### config.mk
export PLATFORM = sky130hd
export DESIGN_NAME = clock_offset_min_rtt_filter
export DESIGN_NICKNAME = d
export VERILOG_FILES = /design/src/design/comrf_pkg.sv /design/src/design/comrf_divider.sv /design/src/design/comrf_datapath.sv /design/src/design/comrf_ctrl.sv /design/src/design/clock_offset_min_rtt_filter.sv
export SDC_FILE = /design/constraint.sdc
export NUM_CORES = 2
export LEC_CHECK = 0
export ABC_AREA = 1
export BUFFER_PORTS_ARGS = -buffer_cell sky130_fd_sc_hd__buf_2
export CORE_MARGIN = 4
export CORE_UTILIZATION = 50
export DETAILED_ROUTE_END_ITERATION = 7
export PLACE_DENSITY = 0.69
export SYNTH_ARGS = -nofsm -noshare
export SYNTH_HDL_FRONTEND = slang
export SYNTH_SLANG_ARGS = --single-unit
export TNS_END_PERCENT = 100
### constraint.sdc
create_clock -name clock -period 6.2 [get_ports clock]
set_input_delay 1.24 -clock clock [delete_from_list [all_inputs] [get_ports clock]]
set_output_delay 1.24 -clock clock [all_outputs]
set_load 0.1 [all_outputs]
### src/design/comrf_pkg.sv
// shared types and constants for the clock offset min-rtt filter
package comrf_pkg;

   localparam int SAMPLE_SLOTS_DEF = 16;
   localparam int MIN_PICKED_DEF   = 2;
   localparam int TS_W             = 32;
   localparam int HELD_W           = 5;

   typedef enum logic [2:0] {
      ST_IDLE,
      ST_READ,
      ST_EVAL,
      ST_SCAN,
      ST_DIV_LOAD,
      ST_DIV,
      ST_RESP
   } state_type;

   typedef struct packed {
      logic load;
      logic read;
      logic eval;
      logic scan;
      logic div_start;
      logic finish;
   } cmd_type;

   typedef struct packed {
      logic replace;
      logic last_slot;
      logic all_read;
      logic scan_last;
      logic div_done;
   } sts_type;

endpackage

### src/design/comrf_divider.sv
// bit-serial signed divider, truncating toward zero
module comrf_divider
   import comrf_pkg::*;
#(
   parameter int SUM_W = 37,
   parameter int DIV_W = 3
) (
   input  logic                    clock,
   input  logic                    reset,
   input  logic                    start,
   input  logic signed [SUM_W-1:0] dividend,
   input  logic        [DIV_W-1:0] divisor,
   output logic                    done,
   output logic signed [TS_W-1:0]  quotient
);

   localparam int STEP_W = $clog2(SUM_W + 1);

   logic [SUM_W-1:0]  quot_ff, quot_in;
   logic [DIV_W-1:0]  rem_ff, rem_in;
   logic              neg_ff, neg_in;
   logic [STEP_W-1:0] step_ff, step_in;
   logic              busy_ff, busy_in;
   logic              done_ff, done_in;
   logic [DIV_W:0]    trial;
   logic              qbit;

   always_comb begin
      quot_in = quot_ff;
      rem_in  = rem_ff;
      neg_in  = neg_ff;
      step_in = step_ff;
      busy_in = busy_ff;
      done_in = done_ff;
      trial   = {rem_ff, quot_ff[SUM_W-1]};
      qbit    = 1'b0;
      if (start) begin
         neg_in  = dividend[SUM_W-1];
         quot_in = dividend[SUM_W-1] ? (~dividend + 1'b1) : dividend;
         rem_in  = '0;
         step_in = '0;
         busy_in = 1'b1;
         done_in = 1'b0;
      end else if (busy_ff) begin
         if (trial >= {1'b0, divisor}) begin
            qbit   = 1'b1;
            rem_in = DIV_W'(trial - {1'b0, divisor});
         end else begin
            rem_in = DIV_W'(trial);
         end
         quot_in = {quot_ff[SUM_W-2:0], qbit};
         step_in = step_ff + 1'b1;
         if (step_ff == STEP_W'(SUM_W - 1)) begin
            busy_in = 1'b0;
            done_in = 1'b1;
         end
      end
   end

   always_ff @(posedge clock) begin
      if (reset) begin
         busy_ff <= 1'b0;
         done_ff <= 1'b0;
         step_ff <= '0;
      end else begin
         busy_ff <= busy_in;
         done_ff <= done_in;
         step_ff <= step_in;
      end
   end

   always_ff @(posedge clock) begin
      quot_ff <= quot_in;
      rem_ff  <= rem_in;
      neg_ff  <= neg_in;
   end

   assign done     = done_ff;
   assign quotient = TS_W'(neg_ff ? (~quot_ff + 1'b1) : quot_ff);

endmodule

### src/design/comrf_datapath.sv
// sample ring, pick registers, running sum and result registers
module comrf_datapath
   import comrf_pkg::*;
#(
   parameter int SAMPLE_SLOTS = SAMPLE_SLOTS_DEF,
   parameter int MIN_PICKED   = MIN_PICKED_DEF
) (
   input  logic                   clock,
   input  logic                   reset,
   input  cmd_type                cmd,
   output sts_type                sts,
   input  logic [TS_W-1:0]        req_ping_sent_local,
   input  logic [TS_W-1:0]        req_ping_seen_remote,
   input  logic [TS_W-1:0]        req_pong_sent_remote,
   input  logic [TS_W-1:0]        req_pong_seen_local,
   output logic signed [TS_W-1:0] rsp_offset_estimate,
   output logic [TS_W-1:0]        rsp_this_round_trip,
   output logic signed [TS_W-1:0] rsp_this_offset,
   output logic [HELD_W-1:0]      rsp_samples_held
);

   localparam int PICK_MAX = (SAMPLE_SLOTS / 4 > MIN_PICKED) ? SAMPLE_SLOTS / 4 : MIN_PICKED;
   localparam int PICK_N   = (PICK_MAX < SAMPLE_SLOTS) ? PICK_MAX : SAMPLE_SLOTS;
   localparam int PICK_W   = $clog2(PICK_MAX + 1);
   localparam int PIDX_W   = (PICK_N > 1) ? $clog2(PICK_N) : 1;
   localparam int SLOT_W   = $clog2(SAMPLE_SLOTS);
   localparam int CNT_W    = $clog2(SAMPLE_SLOTS + 1);
   localparam int SUM_W    = TS_W + $clog2(PICK_N + 1);

   // slot store
   logic [TS_W-1:0]        slot_rtt_mem [SAMPLE_SLOTS];
   logic signed [TS_W-1:0] slot_off_mem [SAMPLE_SLOTS];
   logic [TS_W-1:0]        rd_rtt_ff;
   logic signed [TS_W-1:0] rd_off_ff;

   // pick members
   logic [TS_W-1:0]        pick_rtt_ff [PICK_N];
   logic signed [TS_W-1:0] pick_off_ff [PICK_N];

   logic [SLOT_W-1:0]      write_slot_ff, write_slot_in;
   logic [CNT_W-1:0]       valid_ff, valid_in;
   logic [CNT_W-1:0]       i_ff, i_in;
   logic [PICK_W-1:0]      want_ff, want_in;
   logic [PICK_W-1:0]      cnt_ff, cnt_in;
   logic [PIDX_W-1:0]      j_ff, j_in;
   logic [PIDX_W-1:0]      top_pos_ff, top_pos_in;
   logic [TS_W-1:0]        top_rtt_ff, top_rtt_in;
   logic signed [SUM_W-1:0] sum_ff, sum_in;
   logic [TS_W-1:0]        this_rtt_ff, this_rtt_in;
   logic signed [TS_W-1:0] this_off_ff, this_off_in;
   logic signed [TS_W-1:0] estimate_ff, estimate_in;

   logic [TS_W-1:0]        leg1, leg2;
   logic signed [TS_W:0]   leg_sum;
   logic signed [TS_W:0]   leg_adj;
   logic                   fill;
   logic                   replace;
   logic [PIDX_W-1:0]      cnt_idx;
   logic                   div_done;
   logic signed [TS_W-1:0] div_quot;

   assign cnt_idx = cnt_ff[PIDX_W-1:0];
   assign fill    = cnt_ff < want_ff;
   assign replace = !fill && (rd_rtt_ff < top_rtt_ff);

   assign leg1    = req_ping_seen_remote - req_ping_sent_local;
   assign leg2    = req_pong_sent_remote - req_pong_seen_local;
   assign leg_sum = (TS_W + 1)'(signed'(leg1)) + (TS_W + 1)'(signed'(leg2));
   // odd negative sums round toward zero
   assign leg_adj = leg_sum + (TS_W + 1)'(leg_sum[TS_W]);

   always_comb begin
      write_slot_in = write_slot_ff;
      valid_in      = valid_ff;
      i_in          = i_ff;
      want_in       = want_ff;
      cnt_in        = cnt_ff;
      j_in          = j_ff;
      top_pos_in    = top_pos_ff;
      top_rtt_in    = top_rtt_ff;
      sum_in        = sum_ff;
      this_rtt_in   = this_rtt_ff;
      this_off_in   = this_off_ff;
      estimate_in   = estimate_ff;

      if (cmd.load) begin
         this_rtt_in = req_pong_seen_local - req_ping_sent_local
                     - (req_pong_sent_remote - req_ping_seen_remote);
         this_off_in = leg_adj[TS_W:1];
         if (valid_ff != CNT_W'(SAMPLE_SLOTS)) begin
            valid_in = valid_ff + 1'b1;
         end
         if (write_slot_ff == SLOT_W'(SAMPLE_SLOTS - 1)) begin
            write_slot_in = '0;
         end else begin
            write_slot_in = write_slot_ff + 1'b1;
         end
         if (int'(valid_in >> 2) < MIN_PICKED) begin
            want_in = PICK_W'(MIN_PICKED);
         end else begin
            want_in = PICK_W'(valid_in >> 2);
         end
         i_in   = '0;
         cnt_in = '0;
      end

      if (cmd.eval) begin
         i_in = i_ff + 1'b1;
         if (fill) begin
            cnt_in = cnt_ff + 1'b1;
            if (cnt_ff == '0) begin
               sum_in     = SUM_W'(rd_off_ff);
               top_rtt_in = rd_rtt_ff;
               top_pos_in = '0;
            end else begin
               sum_in = sum_ff + SUM_W'(rd_off_ff);
               if (rd_rtt_ff > top_rtt_ff) begin
                  top_rtt_in = rd_rtt_ff;
                  top_pos_in = cnt_idx;
               end
            end
         end else if (replace) begin
            sum_in     = sum_ff - SUM_W'(pick_off_ff[top_pos_ff]) + SUM_W'(rd_off_ff);
            top_rtt_in = rd_rtt_ff;
            j_in       = '0;
         end
      end

      // rescan keeps the replaced position unless a member lies strictly above
      if (cmd.scan) begin
         j_in = j_ff + 1'b1;
         if (pick_rtt_ff[j_ff] > top_rtt_ff) begin
            top_rtt_in = pick_rtt_ff[j_ff];
            top_pos_in = j_ff;
         end
      end

      if (cmd.finish) begin
         estimate_in = div_quot;
      end
   end

   always_ff @(posedge clock) begin
      if (reset) begin
         write_slot_ff <= '0;
         valid_ff      <= '0;
         i_ff          <= '0;
         want_ff       <= '0;
         cnt_ff        <= '0;
         j_ff          <= '0;
         top_pos_ff    <= '0;
         estimate_ff   <= '0;
      end else begin
         write_slot_ff <= write_slot_in;
         valid_ff      <= valid_in;
         i_ff          <= i_in;
         want_ff       <= want_in;
         cnt_ff        <= cnt_in;
         j_ff          <= j_in;
         top_pos_ff    <= top_pos_in;
         estimate_ff   <= estimate_in;
      end
   end

   always_ff @(posedge clock) begin
      top_rtt_ff  <= top_rtt_in;
      sum_ff      <= sum_in;
      this_rtt_ff <= this_rtt_in;
      this_off_ff <= this_off_in;
   end

   always_ff @(posedge clock) begin
      if (cmd.load) begin
         slot_rtt_mem[write_slot_ff] <= this_rtt_in;
         slot_off_mem[write_slot_ff] <= this_off_in;
      end
      if (cmd.read) begin
         rd_rtt_ff <= slot_rtt_mem[i_ff[SLOT_W-1:0]];
         rd_off_ff <= slot_off_mem[i_ff[SLOT_W-1:0]];
      end
   end

   always_ff @(posedge clock) begin
      if (cmd.eval) begin
         if (fill) begin
            pick_rtt_ff[cnt_idx] <= rd_rtt_ff;
            pick_off_ff[cnt_idx] <= rd_off_ff;
         end else if (replace) begin
            pick_rtt_ff[top_pos_ff] <= rd_rtt_ff;
            pick_off_ff[top_pos_ff] <= rd_off_ff;
         end
      end
   end

   comrf_divider #(
      .SUM_W (SUM_W),
      .DIV_W (PICK_W)
   ) u_divider (
      .clock    (clock),
      .reset    (reset),
      .start    (cmd.div_start),
      .dividend (sum_ff),
      .divisor  (cnt_ff),
      .done     (div_done),
      .quotient (div_quot)
   );

   always_comb begin
      sts.replace   = replace;
      sts.last_slot = (CNT_W'(i_ff + 1'b1) == valid_ff);
      sts.all_read  = (i_ff == valid_ff);
      sts.scan_last = (PICK_W'(j_ff) == PICK_W'(cnt_ff - 1'b1));
      sts.div_done  = div_done;
   end

   assign rsp_offset_estimate = estimate_ff;
   assign rsp_this_round_trip = this_rtt_ff;
   assign rsp_this_offset     = this_off_ff;
   assign rsp_samples_held    = HELD_W'(valid_ff);

endmodule

### src/design/comrf_ctrl.sv
// sequencer for insert, slot scan, rescan, divide and response
module comrf_ctrl
   import comrf_pkg::*;
(
   input  logic    clock,
   input  logic    reset,
   input  logic    req_valid,
   output logic    req_stall,
   output logic    rsp_valid,
   input  logic    rsp_stall,
   input  sts_type sts,
   output cmd_type cmd
);

   state_type state_ff, state_in;

   always_ff @(posedge clock) begin
      if (reset) begin
         state_ff <= ST_IDLE;
      end else begin
         state_ff <= state_in;
      end
   end

   always_comb begin
      state_in  = state_ff;
      cmd       = '0;
      req_stall = 1'b1;
      rsp_valid = 1'b0;
      case (state_ff)
         ST_IDLE: begin
            req_stall = 1'b0;
            if (req_valid) begin
               cmd.load = 1'b1;
               state_in = ST_READ;
            end
         end
         ST_READ: begin
            cmd.read = 1'b1;
            state_in = ST_EVAL;
         end
         ST_EVAL: begin
            cmd.eval = 1'b1;
            if (sts.replace) begin
               state_in = ST_SCAN;
            end else if (sts.last_slot) begin
               state_in = ST_DIV_LOAD;
            end else begin
               state_in = ST_READ;
            end
         end
         ST_SCAN: begin
            cmd.scan = 1'b1;
            if (sts.scan_last) begin
               state_in = sts.all_read ? ST_DIV_LOAD : ST_READ;
            end
         end
         ST_DIV_LOAD: begin
            cmd.div_start = 1'b1;
            state_in      = ST_DIV;
         end
         ST_DIV: begin
            if (sts.div_done) begin
               cmd.finish = 1'b1;
               state_in   = ST_RESP;
            end
         end
         ST_RESP: begin
            rsp_valid = 1'b1;
            if (!rsp_stall) begin
               state_in = ST_IDLE;
            end
         end
         default: begin
            state_in = ST_IDLE;
         end
      endcase
   end

endmodule

### src/design/clock_offset_min_rtt_filter.sv
// Clock offset filter: each item of four ping/pong timestamps yields one result with this
// sample's round trip and offset, the number of held samples, and the truncated mean offset of
// the lowest-round-trip quarter (at least MIN_PICKED) of the ring of SAMPLE_SLOTS samples. One
// item is in work at a time. The time an item takes is set by the single read port of the slot
// store, the one-member-per-cycle rescan of the pick after each replacement and the bit-serial
// divider. The slot store needs no clearing pass: only written slots are ever read.
module clock_offset_min_rtt_filter
   import comrf_pkg::*;
#(
   parameter int SAMPLE_SLOTS = SAMPLE_SLOTS_DEF,
   parameter int MIN_PICKED   = MIN_PICKED_DEF
) (
   input  logic                   clock,
   input  logic                   reset,
   input  logic                   req_valid,
   output logic                   req_stall,
   input  logic [TS_W-1:0]        req_ping_sent_local,
   input  logic [TS_W-1:0]        req_ping_seen_remote,
   input  logic [TS_W-1:0]        req_pong_sent_remote,
   input  logic [TS_W-1:0]        req_pong_seen_local,
   output logic                   rsp_valid,
   input  logic                   rsp_stall,
   output logic signed [TS_W-1:0] rsp_offset_estimate,
   output logic [TS_W-1:0]        rsp_this_round_trip,
   output logic signed [TS_W-1:0] rsp_this_offset,
   output logic [HELD_W-1:0]      rsp_samples_held
);

   cmd_type cmd;
   sts_type sts;

   comrf_ctrl u_ctrl (
      .clock     (clock),
      .reset     (reset),
      .req_valid (req_valid),
      .req_stall (req_stall),
      .rsp_valid (rsp_valid),
      .rsp_stall (rsp_stall),
      .sts       (sts),
      .cmd       (cmd)
   );

   comrf_datapath #(
      .SAMPLE_SLOTS (SAMPLE_SLOTS),
      .MIN_PICKED   (MIN_PICKED)
   ) u_datapath (
      .clock                (clock),
      .reset                (reset),
      .cmd                  (cmd),
      .sts                  (sts),
      .req_ping_sent_local  (req_ping_sent_local),
      .req_ping_seen_remote (req_ping_seen_remote),
      .req_pong_sent_remote (req_pong_sent_remote),
      .req_pong_seen_local  (req_pong_seen_local),
      .rsp_offset_estimate  (rsp_offset_estimate),
      .rsp_this_round_trip  (rsp_this_round_trip),
      .rsp_this_offset      (rsp_this_offset),
      .rsp_samples_held     (rsp_samples_held)
   );

endmodule

==> flow_metrics.py <==
metrics = {
    "status": {
        "status": "complete, no violations",
    },
    "cts": {
        "htree_levels": 4,
        "tritoncts": "built",
        "cts_made_buffers": 164,
        "cts-root-buf": "clkbuf_16",
        "clk_latency_ns": 0.83,
        "cts.sinks": 1583,
        "ctsResizeCount": 0,
        "postCtsSetupRepairBufs": 0,
        "cts_buffer_depth": 3,
        "path_clk_slew_ns": 0.06,
        "holdBufCountCts": 0,
    },
    "detailed_routing": {
        "viasPerCell": 5.60,
        "drc": 0,
        "drt_pass1_iterations": 6,
        "vias": 59300,
        "routedWlPerCell_um": 22.6,
        "drtIter0Drc": 5424,
        "antenna_left": 0,
        "routed_wl_um": 239000,
    },
    "final_layout": {
        "layout.nets": 8800,
        "nFillCells": 13200,
        "syn_to_final_growth_pct": 14.9,
        "layout-drive-gt1-share": 0.128,
        "fin_area_um2": 92500,
        "stdcell_count": 10600,
    },
    "grt": {
        "grt_overflow": 0,
        "grtUsageMet1": 0.367,
        "grt_usage": 0.280,
        "grt_max_degree": 219,
        "grt_pass1_vias": 57500,
        "use_met2": 0.479,
        "gr-usage-met3": 0.0388,
        "grt_busiest_layer": "met2",
        "antenna_found_initial": 16,
        "grt_pass1_wl_um": 357000,
    },
    "die": {
        "die_x_um": 409,
        "start_util": 0.506,
        "die_area_um2": 167000,
        "io_pins": 235,
        "rows": 146,
        "coreArea_um2": 159000,
        "die_h_um": 409,
    },
    "flow_run": {
        "cap_viol_max_count": 0,
    },
    "synthesis": {
        "yosys.area_share.simple": 0.115,
        "synth.top_cell.area_share": 0.528,
        "synthMuxAreaShare": 0.0318,
        "yosysMostFrequentCell": "edfxtp_1",
        "ys_types": 66,
        "synth.avg_cell_area_um2": 10.4,
        "syn_area_um2": 80500,
        "synth.net_count": 8261,
        "async_reset_ff_frac": 0,
        "yosys_register_bits": 1583,
        "synth_xor_area_frac": 0.0211,
        "synth_edf_count": 1415,
        "yosysWarnings": 0,
        "synthAdderAreaFrac": 0.0685,
        "synth_compound_area_frac": 0.132,
        "synth_top_family_by_area": "compound AO/OA/AOI/OAI gates",
        "ys_seq_area_frac": 0.570,
        "synth.largest_area_cell": "edfxtp_1",
        "synth_cells": 7749,
        "synth_ff_type": "edfxtp_1",
        "yosys-top-cells-count": "1415 x edfxtp_1, 1084 x nand2_1, 967 x inv_1",
        "synth_area_leaders": "edfxtp_1 53%, nand2_1 5.1%, inv_1 4.5%, o21ai_0 4.4%, ha_1 4.3%",
    },
    "setup_path": {
        "cp_data_required_time_ns": 6.72,
        "path_buf_inv": 7,
        "cp-start-kind": "input pin",
        "crit_fanout": 17,
        "slowest_stage": "a211oi_1",
        "cp.arrival_ns": 6.40,
        "cpPeakStageDelay_ns": 0.34,
        "endpoint_kind": "register",
        "cpLargestDelayFamily": "simple AND/OR/NAND/NOR gates",
        "crit_path_frequent_cell": "nand2_1",
        "critPathKind": "in -> reg",
    },
    "timing": {
        "tightest_slew_ns": 1.39,
        "setup_viol": 0,
        "fin_crit_sh": 0.948,
        "clock-skew-final_ns": 0.0605,
        "clock.fmax_ghz": 0.170,
        "setup-tns-final_ns": 0,
        "hold_viol": 0,
        "min_period_ns": 5.88,
        "maxSlewViolCount": 0,
        "rsz0062_at_grt": "no",
        "slew_headroom": 0.0667,
    },
    "placed_design": {
        "numPlacedInstances": 10300,
        "post-dp-hpwl_um": 163000,
        "post_dp_cell_area_um2": 87100,
        "port_buffers": 234,
        "place.gp.congestion": 0.990,
    },
    "power": {
        "peakVddDrop_mv": 0.752,
        "cellPowerDensity_nw_per_um2": 517,
        "p_leak_nw": 36.4,
        "fin_total_pwr_mw": 47.8,
    },
    "min_path": {
        "hp-class": "reg -> reg",
    },
}
cell usage in the layout (no fill, tap or decap), drive strengths merged, types with 15 or more instances in the layout:
| cell | n |
|---|---|
| a21boi | 43 |
| a21o | 27 |
| a21oi | 610 |
| a31oi | 27 |
| buf | 681 |
| clkbuf | 217 |
| clkinv | 75 |
| dfxtp | 168 |
| edfxtp | 1415 |
| fa | 101 |
| ha | 279 |
| inv | 993 |
| mux2i | 256 |
| nand2 | 1115 |
| nand3 | 357 |
| nand4 | 49 |
| nor2 | 539 |
| nor3 | 54 |
| nor4 | 16 |
| o211ai | 283 |
| o21a | 15 |
| o21ai | 719 |
| o21bai | 18 |
| o22ai | 70 |
| or2 | 17 |
| xnor2 | 61 |
| xor2 | 133 |
metrics by stage:
| step | util | hold slack (ns) | worst slack (ns) |
|---|---|---|---|
| floorplan | - | 0.424 | 0.00590 |
| global placement | 0.547 | 0.450 | -0.273 |
| detailed placement | 0.547 | 0.455 | -0.380 |
| CTS | 0.581 | 0.470 | 0.462 |
| global route | 0.581 | 0.511 | 0.0247 |
| finish | 0.581 | 0.471 | 0.325 |
cell type report:
class                           instances  area (um^2)  share of cell area
Clock inverter                         86         1080              0.0117
Multi-Input combinational cell       4860        29800               0.323
Clock buffer                          217         4360              0.0471
Sequential cell                      1583        45900               0.496
Tap cell                             2146         2690              0.0290
Inverter                              998         3760              0.0406
Timing Repair Buffer                  681         4900              0.0530
Antenna cell                            8         20.0            0.000216
cells by family after synthesis:
logic type	count (synthesis)
compound gates	1862
buf+inv	1306
xor+xnor	194
fa+ha+maj	380
flops	1583
mux	256
simple gates	2168
state kept, by name, indices dropped and copies added (netlist names), 6 cells and up, named ones only:
signal / flops
u_datapath.slot_off_mem: 512
u_datapath.slot_rtt_mem: 512
u_datapath.pick_off_ff: 128
u_datapath.pick_rtt_ff: 128
u_datapath.sum_ff: 35
u_datapath.u_divider.quot_ff: 35
u_datapath.rd_off_ff: 32
u_datapath.rd_rtt_ff: 32
u_datapath.rsp_offset_estimate: 32
u_datapath.rsp_this_offset: 32
u_datapath.rsp_this_round_trip: 32
u_datapath.top_rtt_ff: 32
u_datapath.u_divider.step_ff: 6
final timing paths:
check                                                    start                        endpoint  slack [ns]  depth (start not counted)
worst max-delay path                    req_pong_seen_local[2]  u_datapath.slot_off_mem[8][21]        0.32                         37
worst min register to register  u_datapath.u_divider.rem_ff[2]  u_datapath.u_divider.rem_ff[2]        0.47                          2
worst min-delay path            u_datapath.u_divider.rem_ff[2]  u_datapath.u_divider.rem_ff[2]        0.47                          2
worst max register to register        u_datapath.top_pos_ff[1]           u_datapath.sum_ff[34]        1.44                         15
worst min-delay path: stages (launching register included):
cell and delay (ns):
dfxtp_1 0.33, nand2_1 0.05, o21ai_0 0.06
metal layers:
metal | routed length (um) | part of all wire
met2 | 117000 | 0.49
met5 | 43 | 0.00018
met3 | 14600 | 0.061
met4 | 9180 | 0.038
met1 | 98900 | 0.41
report_power, final:
part           internal (mW)  total, mW  switching (mW)
Clock                   5.58       9.85            4.27
Combinational           6.78       21.9            15.1
Sequential              15.0       16.1            1.10
Total                   27.4       47.8            20.5
Power figures use the tool's default switching activity.
